### src/rtl/core/peak_normalize_mirror_buffer_macros.svh
// ----------------------------------------------------------------------------
// peak_normalize_mirror_buffer_macros
// assertion helpers shared by the peak normalize mirror buffer rtl
// ----------------------------------------------------------------------------
`ifndef PEAK_NORMALIZE_MIRROR_BUFFER_MACROS_SVH
`define PEAK_NORMALIZE_MIRROR_BUFFER_MACROS_SVH

// same-cycle implication, reset masks the check
`define PNMB_ASSERT_IMPLY(label, clk, rst_n, ante, cons) \
    label: assert property (@(posedge clk) disable iff (!rst_n) (ante) |-> (cons)) \
        else $error("pnmb assertion failed");

// next-cycle implication, reset masks the check
`define PNMB_ASSERT_NEXT(label, clk, rst_n, ante, cons) \
    label: assert property (@(posedge clk) disable iff (!rst_n) (ante) |=> (cons)) \
        else $error("pnmb assertion failed");

`endif

### src/rtl/core/pnmb_pkg.sv
// ----------------------------------------------------------------------------
// pnmb_pkg
// shared constants and types of the peak normalize mirror buffer
// ----------------------------------------------------------------------------
package pnmb_pkg;

    localparam int BUFFER_SIZE_DEF = 1024;

    localparam int SAMPLE_W   = 16;
    localparam int INDEX_W    = 11;
    localparam int CMD_W      = 2;
    localparam int DIVIDEND_W = 30;
    localparam int QUOT_W     = 15;

    localparam logic [CMD_W-1:0] CMD_PUSH = 2'd0;
    localparam logic [CMD_W-1:0] CMD_END  = 2'd1;
    localparam logic [CMD_W-1:0] CMD_READ = 2'd2;

    typedef struct packed {
        logic                  start;
        logic [DIVIDEND_W-1:0] dividend;
        logic [SAMPLE_W-1:0]   divisor;
    } div_req_t;

    typedef struct packed {
        logic              done;
        logic [QUOT_W-1:0] quotient;
    } div_rsp_t;

endpackage

### src/rtl/core/pnmb_div.sv
// ----------------------------------------------------------------------------
// pnmb_div
// restoring divider, one quotient bit per cycle, saturating at 15 bits
// ----------------------------------------------------------------------------
module pnmb_div (
    input  logic                clk,
    input  logic                rst_n,
    input  pnmb_pkg::div_req_t  req,
    output pnmb_pkg::div_rsp_t  rsp
);
    import pnmb_pkg::*;

    localparam logic [1:0] D_IDLE = 2'd0;
    localparam logic [1:0] D_CHK  = 2'd1;
    localparam logic [1:0] D_RUN  = 2'd2;

    localparam int CNT_W = $clog2(QUOT_W);
    localparam int LOW_W = DIVIDEND_W - QUOT_W;

    logic [1:0]            state_reg, state_next;
    logic [DIVIDEND_W-1:0] dvd_reg, dvd_next;
    logic [SAMPLE_W-1:0]   dsr_reg, dsr_next;
    logic [SAMPLE_W-1:0]   rem_reg, rem_next;
    logic [QUOT_W-1:0]     quo_reg, quo_next;
    logic [CNT_W-1:0]      cnt_reg, cnt_next;
    logic                  done_reg, done_next;

    logic [SAMPLE_W:0]     sub_a;
    logic [SAMPLE_W+1:0]   diff;
    logic                  ge;

    // the one shared subtractor: overflow check first, then one bit a cycle
    always_comb
    begin
        if (state_reg == D_CHK)
        begin
            sub_a = (SAMPLE_W + 1)'(dvd_reg[DIVIDEND_W-1:LOW_W]);
        end
        else
        begin
            sub_a = {rem_reg, dvd_reg[LOW_W-1]};
        end
        diff = {1'b0, sub_a} - {2'b00, dsr_reg};
        ge   = !diff[SAMPLE_W+1];
    end

    always_comb
    begin
        state_next = state_reg;
        dvd_next   = dvd_reg;
        dsr_next   = dsr_reg;
        rem_next   = rem_reg;
        quo_next   = quo_reg;
        cnt_next   = cnt_reg;
        done_next  = 1'b0;
        unique case (state_reg)
            D_IDLE:
            begin
                if (req.start)
                begin
                    dvd_next   = req.dividend;
                    dsr_next   = req.divisor;
                    state_next = D_CHK;
                end
            end
            D_CHK:
            begin
                if (ge)
                begin
                    // quotient would need 16 bits or more: saturate
                    quo_next   = '1;
                    done_next  = 1'b1;
                    state_next = D_IDLE;
                end
                else
                begin
                    rem_next   = sub_a[SAMPLE_W-1:0];
                    cnt_next   = CNT_W'(QUOT_W - 1);
                    state_next = D_RUN;
                end
            end
            D_RUN:
            begin
                rem_next = ge ? diff[SAMPLE_W-1:0] : sub_a[SAMPLE_W-1:0];
                quo_next = {quo_reg[QUOT_W-2:0], ge};
                dvd_next = dvd_reg << 1;
                if (cnt_reg == '0)
                begin
                    done_next  = 1'b1;
                    state_next = D_IDLE;
                end
                else
                begin
                    cnt_next = cnt_reg - 1'b1;
                end
            end
            default:
            begin
                state_next = D_IDLE;
            end
        endcase
    end

    always_ff @(posedge clk or negedge rst_n)
    begin
        if (!rst_n)
        begin
            state_reg <= D_IDLE;
            cnt_reg   <= '0;
            done_reg  <= 1'b0;
        end
        else
        begin
            state_reg <= state_next;
            cnt_reg   <= cnt_next;
            done_reg  <= done_next;
        end
    end

    always_ff @(posedge clk)
    begin
        dvd_reg <= dvd_next;
        dsr_reg <= dsr_next;
        rem_reg <= rem_next;
        quo_reg <= quo_next;
    end

    assign rsp.done     = done_reg;
    assign rsp.quotient = quo_reg;

endmodule
### config.mk
export PLATFORM = sky130hd
export DESIGN_NAME = pnmb_div
export DESIGN_NICKNAME = d
export VERILOG_FILES = /design/src/rtl/core/peak_normalize_mirror_buffer_macros.svh /design/src/rtl/core/pnmb_pkg.sv /design/src/rtl/core/pnmb_div.sv
export SDC_FILE = /design/constraint.sdc
export NUM_CORES = 1
export LEC_CHECK = 0
export BUFFER_PORTS_ARGS = -buffer_cell sky130_fd_sc_hd__clkbuf_2
export CAP_MARGIN = 10
export CORE_AREA = 2 2 115 89
export CTS_CLUSTER_DIAMETER = 40
export CTS_CLUSTER_SIZE = 20
export DETAILED_ROUTE_END_ITERATION = 12
export DIE_AREA = 0 0 117 91
export MAX_ROUTING_LAYER = met4
export PLACE_DENSITY = 0.78
export SLEW_MARGIN = 10
export SYNTH_ARGS = -nofsm -noshare
export SYNTH_HDL_FRONTEND = slang
export SYNTH_SLANG_ARGS = --single-unit
### constraint.sdc
create_clock -name clk -period 11.61 [get_ports clk]
set_clock_uncertainty 0.05 [all_clocks]
set_input_delay 1.7415 -clock clk [delete_from_list [all_inputs] [get_ports clk]]
set_output_delay 1.7415 -clock clk [all_outputs]
set_load 0.01 [all_outputs]
==> reports/results.ini <==
[setup_path]
path_buf_inv = 1
cp.required_ns = 11.65
setup.worst_path.class = reg2reg
start_kind = flop
arrival_ns = 4.32
cp_slowest_cell = ha_1
cp_max_fo = 20
crit_family = compound AO/OA/AOI/OAI gates
cp-end-kind = flop
max_stage_delay_ns = 0.75
crit_chain = inv_1 -> ha_1 -> mux2_2 -> ha_1 -> a21oi_1 -> o21a_1 -> o21ai_0 -> a221o_1 -> o21ai_2 -> mux2_2

[clock_tree]
cts-root-buf = clkbuf_16
clock_sinks = 84
clk_pin_slew_ns = 0.06
clk_latency_ns = 0.34
tritoncts = done
cts_buffer_depth = 2
cts_resized = 0
htree_levels = 3
numCtsBuffers = 9
post_cts_buffers = 0
cts-hold-fix-buffers = 0

[placed_design]
gp_congestion = 0.842
io_buffers = 64
place_ws_ns = 7.40
dp_hpwl_microns = 5760
dpl_cell_area_sq_um = 4940
dp.cells = 522

[detailed_routing]
drc = 0
ant_nets = 0
drt-initial-drc-count = 141
num_vias = 2750
wl_microns = 8140
vias_per_cell = 5.11
drt-pass1-iter-count = 4
wl_per_cell_microns = 15.1

[synth]
ys_seq_area_share_pct = 55.6
synth_edf_count = 77
ys_ff_latch = 84
synth_ff_type = edfxtp_1
netlist_instances = 332
netlist_area_sq_um = 4480
yosysWarnings = 0
async_flop_share_pct = 8.33
syn_nets = 402
syn_area_per_cell_sq_um = 13.5
ys_types = 50

[floorplanning]
die_x_microns = 117
coreArea_sq_um = 9500
dieArea_sq_um = 10600
start_util_pct = 47.1
core.rowCount = 31
io_pins = 65
die_y_microns = 91

[final_layout]
area_growth_pct = 17.1
layout.nets = 471
antenna_cells = 0
nFillCells = 788
drive_gt1_share_pct = 37.9
largest_register_ffs = 30
multi_input_area_sq_um = 1860
final-instance-count-excl-fill = 538
fin_area_sq_um = 5240
regArea_sq_um = 2490

[timing]
post-route-period-util_pct = 36.8
setup_slack_ns = 7.33
maxSlewViolCount = 0
max_freq_mhz = 234
setup_viol = 0
rsz0062_at_grt = no
setup_tns_ns = 0
worst_pin_slew_ns = 1.04
fin_crit_ns = 4.28
hold_viol = 0
slew_headroom_pct = 30.9

[worst_hold_path]
hp-class = reg2reg

[global_routing]
grt_pass1_vias = 2705
top_usage_layer = met1
grt-ovfl-total = 0
use_met1_pct = 23.3
grtUsageTotal_pct = 16.5
grt_pass1_wl_microns = 12900
grt_max_degree = 50
grt_antenna_before_repair = 0
use_met3_pct = 5.07
grt_use_met2_pct = 22.7

[pwr]
p_leak_nw = 2.01
p_per_area_nw_per_um2 = 288
ir_worst_vdd_mv = 0.103

[outcome]
status = completed

[flow_run]
maxCapViolations = 0

[Yosys cell counts (2+ instances only)]
| cell type | instances | area share (%) |
|---|---|---|
| a21oi_1 | 11 | 1.2 |
| xnor2_1 | 7 | 1.4 |
| nand2_1 | 14 | 1.2 |
| a211oi_1 | 3 | 0.50 |
| edfxtp_1 | 77 | 52 |
| nand3_1 | 7 | 0.78 |
| nor3_1 | 2 | 0.22 |
| nor2_1 | 14 | 1.2 |
| a21boi_0 | 2 | 0.34 |
| a31oi_1 | 3 | 0.42 |
| o21ai_0 | 8 | 0.89 |
| ha_1 | 20 | 5.6 |
| clkbuf_1 | 3 | 0.25 |
| o21ai_2 | 3 | 0.59 |
| mux2i_1 | 3 | 0.67 |
| nor2b_1 | 5 | 0.70 |
| mux2_4 | 9 | 3.0 |
| a22o_1 | 2 | 0.39 |
| o21a_1 | 6 | 1.0 |
| xor2_1 | 4 | 0.78 |
| inv_1 | 25 | 2.1 |
| mux2_2 | 49 | 12 |
| nand2b_1 | 19 | 2.7 |
| dfrtp_1 | 7 | 3.9 |
| buf_1 | 3 | 0.25 |
| or3_1 | 2 | 0.28 |
[area by class of cell]
type	count	area share (%)
clock buffer	10	4.37
clock inverter	6	1.31
inverter	25	1.79
multi-input combinational	214	35.4
sequential	84	47.4
tap	132	3.15
timing repair buffer	67	6.54
[per-layer routing]
metal	vias up	share of wire (%)
li1	1357	-
met1	1293	51
met2	89	42
met3	11	6.5
met4	0	1.3
met5	-	0
[through the flow]
step	hold WS, ns	total power (W)	utilization [%]
2_1_floorplan	0.423	0.00106	-
3_3_place_gp	0.457	0.00119	52.0
3_5_place_dp	0.458	0.00121	52.0
4_1_cts	0.471	0.00151	55.2
5_1_grt	0.497	0.00160	55.2
6_report	0.471	0.00151	55.2
[cells by family (layout without fill, tap and decap cells)]
kind of cell | Yosys count | in the layout | synth area share, %
DFF | 84 | 84 | 55.6
and+or+nand+nor | 71 | 71 | 8.44
muxes | 61 | 61 | 16.0
AOI/OAI and AO/OA | 50 | 50 | 8.66
buffers and inverters | 34 | 108 | 3.13
adders and majority gates | 21 | 21 | 6.04
xor gates and xnor gates | 11 | 11 | 2.15
[cell usage in the layout (no fill, tap or decap), types with 3 or more instances in the layout]
| cell | synthesis | final |
|---|---|---|
| a211oi_1 | 3 | 3 |
| a21oi_1 | 11 | 11 |
| a31oi_1 | 3 | 3 |
| buf_4 | 1 | 3 |
| clkbuf_16 | 0 | 9 |
| clkbuf_2 | 0 | 64 |
| dfrtp_1 | 7 | 7 |
| edfxtp_1 | 77 | 77 |
| ha_1 | 20 | 19 |
| inv_1 | 25 | 25 |
| inv_6 | 0 | 3 |
| mux2_2 | 49 | 49 |
| mux2_4 | 9 | 9 |
| mux2i_1 | 3 | 3 |
| nand2_1 | 14 | 14 |
| nand2b_1 | 19 | 19 |
| nand3_1 | 7 | 7 |
| nor2_1 | 14 | 14 |
| nor2b_1 | 5 | 5 |
| o21a_1 | 6 | 6 |
| o21ai_0 | 8 | 7 |
| o21ai_2 | 3 | 3 |
| xnor2_1 | 7 | 7 |
| xor2_1 | 4 | 4 |
[path summary, 6_finish.rpt]
| check | startpoint | slack, ns | cells after the start | to |
|---|---|---|---|---|
| min in group asynchronous | rst_n | 1.18 | 1 | cnt_reg[2] |
| max in group asynchronous | rst_n | 10.17 | 1 | cnt_reg[1] |
| max reg2reg | state_reg[1] | 7.33 | 10 | rem_reg[1] |
| max | state_reg[1] | 7.33 | 10 | rem_reg[1] |
| min reg2reg | cnt_reg[0] | 0.47 | 1 | cnt_reg[0] |
| min | cnt_reg[0] | 0.47 | 1 | cnt_reg[0] |
[power by group]
group	switching (W)	internal, W	total, W	leakage (nW)
clock	0.000119	0.000169	0.000287	0.144
sequential	0.0000272	0.000463	0.000490	0.760
combinational	0.000407	0.000323	0.000730	1.11
total	0.000553	0.000954	0.00151	2.01
[worst register-to-register path: cells and delay by family (launching register included)]
kind	cells	cell delay, ns
compound gates	5	1.54
fa+ha+maj	2	1.10
buf+inv	1	0.10
flops	1	0.39
mux	2	0.85
(Power assumes the default switching activity.)
